## config.mk

```make
export PLATFORM = sky130hd
export DESIGN_NAME = lji_front
export DESIGN_NICKNAME = d
export VERILOG_FILES = /design/src/hdl/lji_pkg.sv /design/src/hdl/lji_front.sv
export SDC_FILE = /design/constraint.sdc
export NUM_CORES = 1
export LEC_CHECK = 0
export ABC_AREA = 1
export ABC_CLOCK_PERIOD_IN_PS = 6550
export CAP_MARGIN = 15
export CORE_AREA = 4 4 146 148
export DETAILED_ROUTE_END_ITERATION = 10
export DIE_AREA = 0 0 150 152
export DONT_BUFFER_PORTS = 1
export SLEW_MARGIN = 40
export SYNTH_ARGS = -nofsm -noshare
export SYNTH_HDL_FRONTEND = slang
export SYNTH_SLANG_ARGS = --single-unit
```

## constraint.sdc

```tcl
create_clock -name clk -period 6.55 [get_ports clk]
set_clock_uncertainty 0.1 [all_clocks]
set_input_delay 0.655 -clock clk [delete_from_list [all_inputs] [get_ports clk]]
set_output_delay 0.655 -clock clk [all_outputs]
set_load 0.02 [all_outputs]
```

## src/hdl/lji_pkg.sv

```systemverilog
// ----------------------------------------------------------------------------
// lji_pkg
// Shared types, constants and helpers for the leaky joint integrator.
// ----------------------------------------------------------------------------
package lji_pkg;

  localparam int JOINT_W     = 5;
  localparam int DATA_W      = 32;
  localparam int ALPHA_W     = 17;
  localparam int STEP_W      = 24;
  localparam int LIMIT_W     = 31;
  localparam int SUM_W       = DATA_W + 2;
  localparam int IN_TDATA_W  = 104;
  localparam int OUT_TDATA_W = 72;
  localparam int CFG_ADDR_W  = 3;
  localparam int MUL_A_W     = DATA_W + 1;
  localparam int MUL_B_W     = STEP_W + 1;
  localparam int PROD_W      = MUL_A_W + MUL_B_W;
  localparam int STATE_W     = 2 * DATA_W;

  localparam logic [ALPHA_W-1:0]       ALPHA_ONE = 17'h10000;
  localparam logic signed [DATA_W-1:0] DATA_MAX  = 32'sh7fffffff;
  localparam logic signed [DATA_W-1:0] DATA_MIN  = 32'sh80000000;

  typedef enum logic [CFG_ADDR_W-1:0] {
    REG_ALPHA_VELOCITY       = 3'd0,
    REG_ALPHA_POSITION       = 3'd1,
    REG_TIME_STEP            = 3'd2,
    REG_VELOCITY_LOWER       = 3'd3,
    REG_VELOCITY_UPPER       = 3'd4,
    REG_POSITION_LOWER       = 3'd5,
    REG_POSITION_UPPER       = 3'd6,
    REG_POSITION_ERROR_LIMIT = 3'd7
  } cfg_reg_t;

  typedef enum logic {
    CMD_INTEGRATE = 1'b0,
    CMD_INIT      = 1'b1
  } cmd_t;

  typedef enum logic [1:0] {
    KIND_INTEGRATE,
    KIND_INIT,
    KIND_SKIP
  } kind_t;

  typedef enum logic [3:0] {
    ST_IDLE,
    ST_VMUL,
    ST_AMUL,
    ST_VSUM,
    ST_VCLAMP,
    ST_PMUL,
    ST_SMUL,
    ST_PSUM,
    ST_PCLAMP,
    ST_DONE
  } state_t;

  typedef struct packed {
    kind_t                     kind;
    logic [JOINT_W-1:0]        joint;
    logic signed [DATA_W-1:0]  acceleration;
    logic signed [DATA_W-1:0]  velocity_in;
    logic signed [DATA_W-1:0]  position_in;
  } item_t;

  typedef struct packed {
    logic [ALPHA_W-1:0]        alpha_velocity;
    logic [ALPHA_W-1:0]        alpha_position;
    logic [STEP_W-1:0]         time_step;
    logic signed [DATA_W-1:0]  velocity_lower;
    logic signed [DATA_W-1:0]  velocity_upper;
    logic signed [DATA_W-1:0]  position_lower;
    logic signed [DATA_W-1:0]  position_upper;
    logic [LIMIT_W-1:0]        position_error_limit;
  } cfg_t;

  function automatic logic signed [DATA_W-1:0] sat_data(input logic signed [SUM_W-1:0] x);
    logic signed [DATA_W-1:0] r;
    if (x > SUM_W'(DATA_MAX)) begin
      r = DATA_MAX;
    end else if (x < SUM_W'(DATA_MIN)) begin
      r = DATA_MIN;
    end else begin
      r = x[DATA_W-1:0];
    end
    return r;
  endfunction

  function automatic logic signed [DATA_W-1:0] clamp_data(input logic signed [DATA_W-1:0] x,
                                                         input logic signed [DATA_W-1:0] lo,
                                                         input logic signed [DATA_W-1:0] hi);
    logic signed [DATA_W-1:0] r;
    if (x >= hi) begin
      r = hi;
    end else if (x <= lo) begin
      r = lo;
    end else begin
      r = x;
    end
    return r;
  endfunction

endpackage

```

## src/hdl/lji_front.sv

```systemverilog
// ----------------------------------------------------------------------------
// lji_front
// Input acceptance, command classification and a two-entry item queue.
// ----------------------------------------------------------------------------
module lji_front #(
  parameter int NUM_JOINTS = 32
) (
  input  logic                              clk,
  input  logic                              rst,
  input  logic                              s_axis_tvalid,
  output logic                              s_axis_tready,
  input  logic [lji_pkg::IN_TDATA_W-1:0]    s_axis_tdata,
  input  logic                              s_axis_tuser,
  output logic                              q_valid,
  output lji_pkg::item_t                    q_item,
  input  logic                              q_pop
);

  import lji_pkg::*;

  localparam int DEPTH = 2;

  item_t              entry [DEPTH];
  item_t              incoming;
  logic               wr_ptr;
  logic               rd_ptr;
  logic [1:0]         count;
  logic               push;
  logic               pop;
  logic [JOINT_W-1:0] joint;

  always_comb begin
    joint                 = s_axis_tdata[4:0];
    incoming.joint        = joint;
    incoming.acceleration = s_axis_tdata[36:5];
    incoming.velocity_in  = s_axis_tdata[68:37];
    incoming.position_in  = s_axis_tdata[100:69];
    if (32'(joint) >= 32'(NUM_JOINTS)) begin
      incoming.kind = KIND_SKIP;
    end else if (s_axis_tuser == CMD_INIT) begin
      incoming.kind = KIND_INIT;
    end else begin
      incoming.kind = KIND_INTEGRATE;
    end
  end

  assign s_axis_tready = (count != 2'(DEPTH));
  assign q_valid       = (count != 2'd0);
  assign q_item        = entry[rd_ptr];
  assign push          = s_axis_tvalid && s_axis_tready;
  assign pop           = q_pop && q_valid;

  always_ff @(posedge clk) begin
    if (push) begin
      entry[wr_ptr] <= incoming;
    end
  end

  always_ff @(posedge clk) begin
    if (rst) begin
      wr_ptr <= 1'b0;
      rd_ptr <= 1'b0;
      count  <= 2'd0;
    end else begin
      if (push) begin
        wr_ptr <= ~wr_ptr;
      end
      if (pop) begin
        rd_ptr <= ~rd_ptr;
      end
      case ({push, pop})
        2'b10:   count <= count + 2'd1;
        2'b01:   count <= count - 2'd1;
        default: count <= count;
      endcase
    end
  end

endmodule

```

==> results of run 1 <==
power by group:
group | switching, W | internal (W) | total (W)
Clock | 0.000466 | 0.000715 | 0.00118
Combinational | 0.000420 | 0.000253 | 0.000673
Sequential | 0.0000452 | 0.00164 | 0.00168
registers in the layout, summed over array words and instances, names as in the netlist, named ones only:
name and cells:
count 2, entry 204, rd_ptr 1, wr_ptr 1
per-layer routing:
| metal | GRT usage, % | vias up |
|---|---|---|
| met5 | 0 | - |
| met4 | 3.355 | 0 |
| met3 | 6.613 | 25 |
| met2 | 19.36 | 161 |
| met1 | 12.56 | 1555 |
| li1 | - | 1421 |
layout make-up:
cell class	count	area (um^2)	share of cell area, %
flip-flops and latches	209	6230	69.36
multi-input cells	128	1579	17.58
clock buffers	27	590.6	6.575
well taps	270	337.8	3.761
repair buffers	6	108.9	1.212
clock inverters	13	106.4	1.184
inverters	8	30.03	0.3343
cell families (layout without fill, tap and decap cells):
kind of cell | after synthesis | count (layout)
buffers and inverters | 20 | 54
AO/OA/AOI/OAI | 5 | 5
AND/OR/NAND/NOR | 19 | 19
other | 1 | 1
multiplexers | 102 | 102
flip-flops | 209 | 209
adder cells (fa/ha/maj) | 1 | 1
worst paths after layout:
path | start | to | slack, ns
worst max-delay path | flip-flop | q_item[11] | 3.63
worst min-delay path | s_axis_tdata[75] | entry[0][6] | 0.15
worst max register to register | count[0] | entry[0][93] | 4.05
worst min register to register | rd_ptr | rd_ptr | 0.41
placed cells by master (no fill, tap or decap), drive strengths merged:
master / instances
mux2: 102
inv: 8
a21oi: 2
conb: 1
edfxtp: 204
nand4: 1
clkbuf: 27
o21ai: 3
nand2: 8
nor2: 10
buf: 6
clkinv: 11
bufinv: 2
dfxtp: 5
ha: 1
per-stage QoR:
stage | std cells | hold slack, ns | area (um^2) | setup slack [ns] | utilization, %
3_3_place_gp | 618 | 0.3791 | 8199 | 3.439 | 40.92
6_report | 661 | 0.1511 | 8982 | 3.633 | 44.82
4_1_cts | 660 | 0.1247 | 8962 | 3.134 | 44.72
5_1_grt | 661 | 0.1253 | 8982 | 3.524 | 44.82
3_5_place_dp | 620 | 0.3983 | 8265 | 3.675 | 41.25
2_1_floorplan | 357 | 0.3648 | 7935 | 0.8811 | -
==> results.json, run 1 <==
{
  "cts_setup_buffers": 0,
  "cts_tree": "done",
  "setup_viol": 0,
  "power_w": 0.003537,
  "synth_seq_cells": 209,
  "core_area_um2": 20040,
  "highest_layer": "met4",
  "grt_max_degree": 73,
  "grt_usage_pct": 11.60,
  "cts_sinks": 209,
  "die_w_um": 150,
  "row_count": 52,
  "synthTopCellsByCount": "edfxtp_1 (204), mux2_4 (80), mux2_2 (22)",
  "drtIter0Drc": 123,
  "cp_data_arrival_time_ns": 2.16,
  "seq_area_frac_synth_pct": 78.46,
  "worst-path-buf-inv": 1,
  "die_area_um2": 22800,
  "slowest_delay_ns": 0.59,
  "clk_path_buf_depth": 3,
  "status": "complete, no violations",
  "max_cap_violations": 0,
  "synthAdderAreaFrac_pct": 0.1577,
  "synth_xor_area_share_pct": 0,
  "yosys.area.top_type_share_pct": 77.20,
  "p_per_area_nw_per_um2": 393.8,
  "worstPathCellList": "buf_6, mux2_2",
  "final_hold_viol_count": 0,
  "drt-met1-wl_um": 4773,
  "fill_cells": 1724,
  "rsz0062_at_grt": "no",
  "wl_met2_um": 6812,
  "pin_count": 214,
  "synth_edf_count": 204,
  "worstRegToRegCells": 5,
  "p_leak_nw": 3.089,
  "wl_um": 13870,
  "finalMaxSlewViolations": 0,
  "grt_pass1_vias": 3384,
  "antenna_found_initial": 0,
  "period_needed_ns": 2.917,
  "place_hpwl_um": 9115,
  "worst_hold_path_type": "in2reg",
  "vias": 3162,
  "cts_resized": 0,
  "async_reset_ff_share_pct": 0,
  "cts_htree_levels": 1,
  "avgSynthCellArea_um2": 22.23,
  "path_class": "reg2out",
  "hold_depth": 0,
  "wl_per_cell_um": 20.98,
  "netlist_area_um2": 7935,
  "synth-compound-area-share_pct": 0.3154,
  "maxSlewHeadroom_pct": 52.02,
  "drtPass1Iterations": 4,
  "syn-num-nets": 467,
  "endpoint_kind": "output pin",
  "synth_warnings": 0,
  "tns_ns": 0,
  "worst-path-stages": 2,
  "synthDistinctLibCells": 15,
  "cts_buffers": 22,
  "die_height_um": 152,
  "post-route-period-util_pct": 44.53,
  "synthesis.instances": 357,
  "drive_above_1_share_pct": 35.81,
  "clk_latency_ns": 0.50,
  "grt_overflow": 0,
  "crit_family": "buffers and inverters",
  "crit_slowest_cell": "buf_6",
  "clk_pin_slew_worst_paths_ns": 0.06,
  "synth_area_leaders": "edfxtp_1 (77%), mux2_4 (15%), mux2_2 (3.1%), dfxtp_1 (1.3%), buf_6 (1.1%)",
  "cts_hold_buffers": 0,
  "diodes": 0,
  "peakVddDrop_uv": 210.1,
  "yosysMostFrequentCell": "edfxtp_1",
  "drc_errors": 0,
  "area_delta_synth_final_pct": 13.20,
  "fmax_mhz": 342.8,
  "synth_top_cell_by_area": "edfxtp_1",
  "synth_top_family_by_area": "multiplexers",
  "cp_max_fo": 53,
  "fin_nets": 485,
  "final_antenna_net_count": 0,
  "wl_met3_um": 1943,
  "muxShareOfSynthArea_pct": 18.26,
  "start_util_pct": 39.60,
  "vias_per_cell": 4.784,
  "root_buffer": "clkbuf_16",
  "tightest_slew_ns": 0.7197,
  "synth-simple-area-share_pct": 0.9303,
  "cp_data_required_time_ns": 5.79,
  "gp_congestion": 0.6938,
  "critPathLaunchType": "flip-flop",
  "grt_first_pass_wirelength_um": 20490,
  "port_buffers": 0,
  "synthFlopType": "edfxtp_1"
}
No activity file was read; power rests on OpenSTA's default activity.
==> inputs of run 2 (changes only) <==
Settings changed: ABC_CLOCK_PERIOD_IN_PS 6550 to 2650.
Clock period 6.55 ns to 2.65 ns, I/O delays scaled along.
==> results.json, run 2 (same netlist as run 1, synthesis figures left out) <==
{
  "status": "complete, no violations",
  "die_height_um": 152,
  "vias": 3598,
  "area_delta_synth_final_pct": 27.00,
  "slowest_delay_ns": 0.42,
  "fin_nets": 591,
  "clk_path_buf_depth": 3,
  "gp_congestion": 0.7226,
  "final_common_cell": "edfxtp_1",
  "r2r-start": "count[0]",
  "final_antenna_net_count": 0,
  "wl_um": 14390,
  "hp-start": "s_axis_tdata[82]",
  "endpoint_kind": "output pin",
  "post-route-period-util_pct": 79.42,
  "die_area_um2": 22800,
  "diodes": 0,
  "cts_resized": 0,
  "fill_cells": 1637,
  "cp_data_required_time_ns": 2.29,
  "die_w_um": 150,
  "antenna_found_initial": 0,
  "clk_pin_slew_worst_paths_ns": 0.06,
  "path_class": "reg2out",
  "worstPathCellList": "buf_12, mux2_4",
  "cts_tree": "done",
  "crit_family": "flip-flops",
  "final_hold_viol_count": 0,
  "crit_slowest_cell": "dfxtp_4",
  "grt_usage_pct": 11.94,
  "fmax_mhz": 475.1,
  "grt_max_degree": 57,
  "setup_viol": 0,
  "cts_buffers": 22,
  "post-place-ws_ns": 0.8153,
  "finalMaxSlewViolations": 0,
  "worst-path-buf-inv": 1,
  "wl_per_cell_um": 18.76,
  "port_buffers": 0,
  "worst_slack_ns": 0.5454,
  "post-route-util_pct": 50.29,
  "drtIter0Drc": 128,
  "maxSlewHeadroom_pct": 57.96,
  "p_leak_nw": 3.542,
  "vias_per_cell": 4.691,
  "drc_errors": 0,
  "p_per_area_nw_per_um2": 894.9,
  "cts_sinks": 209,
  "peakVddDrop_uv": 574.6,
  "cp_data_arrival_time_ns": 1.74,
  "top_register": "entry",
  "root_buffer": "clkbuf_16",
  "place_hpwl_um": 8948,
  "final_cell_mix": "edfxtp_1 (204), dlygate4sd3_1 (106), mux2_4 (80), clkbuf_16 (23), mux2_2 (22)",
  "critPathLaunchType": "flip-flop",
  "largestRegisters": "entry: 204 flops, count: 2 flops",
  "stdcell_area_um2": 10080,
  "largest_reg_flops": 204,
  "tns_ns": 0,
  "max_cap_violations": 0,
  "rsz0062_at_grt": "no",
  "grt_pass1_vias": 3848,
  "start_util_pct": 39.60,
  "drtPass1Iterations": 4,
  "pin_count": 214,
  "worst_hold_path_type": "in2reg",
  "row_count": 52,
  "tightest_slew_ns": 0.6306,
  "drive_above_1_share_pct": 29.18,
  "grt_overflow": 0,
  "cts_htree_levels": 1,
  "post_dp_cell_area_um2": 8287,
  "grt_first_pass_wirelength_um": 21460,
  "whs_ns": 0.3241,
  "clk_latency_ns": 0.49,
  "period_needed_ns": 2.105,
  "core_area_um2": 20040,
  "cp_max_fo": 54
}
-- run 2: area by class of cell --
type	count	area [um^2]	area share, %
clock buffer	24	579.3	5.749
tap	270	337.8	3.352
multi-input combinational	128	1594	15.82
timing repair buffer	112	1156	11.47
clock inverter	16	150.1	1.490
inverter	8	30.03	0.2980
sequential	209	6230	61.82
-- run 2: what timing repair did --
| item | in CTS | in global routing |
|---|---|---|
| endpoints found under the setup margin | 0 | 0 |
| hold buffers | 106 | 0 |
| endpoints found under the hold margin | 209 | 0 |
| setup buffers | 0 | 0 |
-- run 2: power by group --
group / internal (W) / switching [W]
Combinational: 0.000733 / 0.00110
Clock: 0.00186 / 0.00118
Sequential: 0.00405 / 0.0000978
-- run 2: routing by layer --
metal	track usage [%]	wire, um	share of wire [%]	up-vias
met5	0	0	0	-
met4	3.181	248	1.7	0
met3	4.677	1421	9.9	18
li1	-	-	-	1638
met2	20.49	7217	50	154
met1	13.95	5502	38	1788
-- run 2: path summary, 6_finish.rpt --
check	slack, ns	cells after the start	end
setup / recovery	0.55	2	q_item[95]
setup reg to reg	0.81	5	entry[0][69]
hold / removal	0.32	1	entry[0][13]
hold reg to reg	0.41	2	rd_ptr
-- run 2: through the flow --
step / instances / total power (W)
global placement: 621 / 0.005901
finish: 767 / 0.009018
detailed placement: 621 / 0.005936
global route: 767 / 0.009425
floorplan: 357 / 0.005681
CTS: 767 / 0.009156
==> inputs of run 3 (changes only) <==
Settings changed: ABC_CLOCK_PERIOD_IN_PS 2650 to 1750.
Clock period 2.65 ns to 1.75 ns, I/O delays scaled along.
==> results.json, run 3 (same netlist as run 1, synthesis figures left out) <==
{
  "port_buffers": 0,
  "grt_overflow": 0,
  "setup_viol": 100,
  "rsz0062_at_grt": "yes",
  "violations": "setup timing",
  "final_hold_viol_count": 0,
  "cts_buffers": 22,
  "core_area_um2": 20040,
  "clk_path_buf_depth": 3,
  "die_area_um2": 22800,
  "grt_pass1_vias": 4077,
  "clkPwrFrac_pct": 30.6,
  "critPathLaunchType": "flip-flop",
  "worst_slack_ns": -0.1143,
  "wl_um": 15780,
  "worstRegToRegCells": 6,
  "wl_per_cell_um": 20.08,
  "cp_data_required_time_ns": 1.47,
  "vias": 3730,
  "max_cap_violations": 0,
  "cts_htree_levels": 1,
  "whs_ns": 0.2381,
  "clk_pin_slew_worst_paths_ns": 0.06,
  "clk_latency_ns": 0.49,
  "vias_per_cell": 4.746,
  "cts_tree": "done",
  "gp_congestion": 0.6857,
  "pin_count": 214,
  "status": "finished, violations left",
  "drt-met1-wl_um": 5923,
  "cts_sinks": 209,
  "grt_first_pass_wirelength_um": 23200,
  "start_util_pct": 39.60,
  "period_needed_ns": 1.864,
  "final_cell_mix": "edfxtp_1 (204), dlygate4sd3_1 (106), mux2_4 (96), clkbuf_16 (27), buf_16 (10)",
  "largestRegisters": "entry: 204 flops, count: 2 flops",
  "post-route-period-util_pct": 106.5,
  "grt_usage_pct": 13.10,
  "p_switching_w": 0.003752,
  "drc_errors": 0,
  "critPathCapture": "q_item[98]",
  "highest_layer": "met4",
  "p_comb_share_pct": 24.5,
  "wl_met2_um": 8118,
  "final_common_cell": "edfxtp_1",
  "intPower_w": 0.01025,
  "finalMaxSlewViolations": 0,
  "area_delta_synth_final_pct": 32.83,
  "path_class": "reg2out",
  "wl_met3_um": 1472,
  "p_sw_share_pct": 26.79,
  "cp_data_arrival_time_ns": 1.59,
  "reg2reg_slack_ns": 0.15,
  "top_register": "entry",
  "place_hpwl_um": 9107,
  "r2r-start": "count[0]",
  "reg2reg_to": "wr_ptr",
  "power_w": 0.01400,
  "largest_reg_flops": 204,
  "die_w_um": 150,
  "worst_hold_path_type": "in2reg",
  "root_buffer": "clkbuf_16",
  "drtIter0Drc": 155,
  "peakVddDrop_uv": 926.3,
  "antenna_found_initial": 1,
  "final_antenna_net_count": 0,
  "drtPass1Iterations": 4,
  "stdcell_area_um2": 10540,
  "cp_max_fo": 6,
  "drive_above_1_share_pct": 31.84,
  "p_leak_nw": 3.772,
  "die_height_um": 152,
  "endpoint_kind": "output pin",
  "grt_max_degree": 57,
  "row_count": 52,
  "seq_power_share_pct": 44.8,
  "fmax_mhz": 536.4,
  "post_dp_cell_area_um2": 8328,
  "fin_nets": 610,
  "p_per_area_nw_per_um2": 1329
}
==> run 3: repair_timing <==
item,CTS,global route
resized for setup,25,5
hold endpoints to repair,209,0
gates cloned,8,4
setup buffers,5,0
endpoints found under the setup margin,100,102
hold buffers,106,0
==> run 3: power by group through the flow <==
stage	registers, W	clock network, W	logic, W
after floorplan	0.00635	0	0.00226
after global placement	0.00635	0	0.00263
after detailed placement	0.00638	0	0.00265
after CTS	0.00628	0.00443	0.00335
after global routing	0.00633	0.00463	0.00362
final	0.00628	0.00429	0.00343
==> run 3: how the worst min path moves through the flow <==
| stage | start | endpoint | slack [ns] | cells past startpoint |
|---|---|---|---|---|
| after floorplan | s_axis_tdata[69] | entry[0][0] | 0.17 | 0 |
| after global placement | s_axis_tdata[75] | entry[1][6] | 0.17 | 0 |
| after detailed placement | s_axis_tdata[95] | entry[1][26] | 0.17 | 0 |
| after CTS | s_axis_tdata[72] | entry[1][3] | 0.21 | 1 |
| after global routing | s_axis_tdata[51] | entry[0][46] | 0.21 | 1 |
| final | s_axis_tdata[51] | entry[1][46] | 0.24 | 1 |
==> run 3: through the flow <==
step | util [%] | cells | TNS, ns | setup slack [ns]
floorplan | - | 357 | -174.52 | -0.8655
global placement | 41.56 | 623 | 0 | 0.2044
detailed placement | 41.56 | 623 | 0 | 0.1829
CTS | 51.99 | 781 | -12.03 | -0.1782
global route | 52.60 | 786 | -14.00 | -0.1645
finish | 52.60 | 786 | -8.931 | -0.1143
==> run 3: critical path: stages, from the launching register on <==
cell and delay [ns]:
dfxtp_4 0.42, buf_12 0.16, clkbuf_16 0.16, mux2_4 0.34
==> run 3: layer usage <==
| layer | GRT usage (%) | vias up |
|---|---|---|
| li1 | - | 1684 |
| met1 | 15.00 | 1867 |
| met2 | 23.28 | 155 |
| met3 | 4.587 | 24 |
| met4 | 3.355 | 0 |
| met5 | 0 | - |
==> run 3: final cells by class <==
class,count,area [um^2]
Fill cell,1603,9499
Inverter,8,30.03
Sequential cell,209,6231
Clock inverter,12,83.83
Antenna cell,1,2.502
Tap cell,270,337.8
Timing Repair Buffer,131,1610
Multi-Input combinational cell,128,1654
Clock buffer,27,590.6
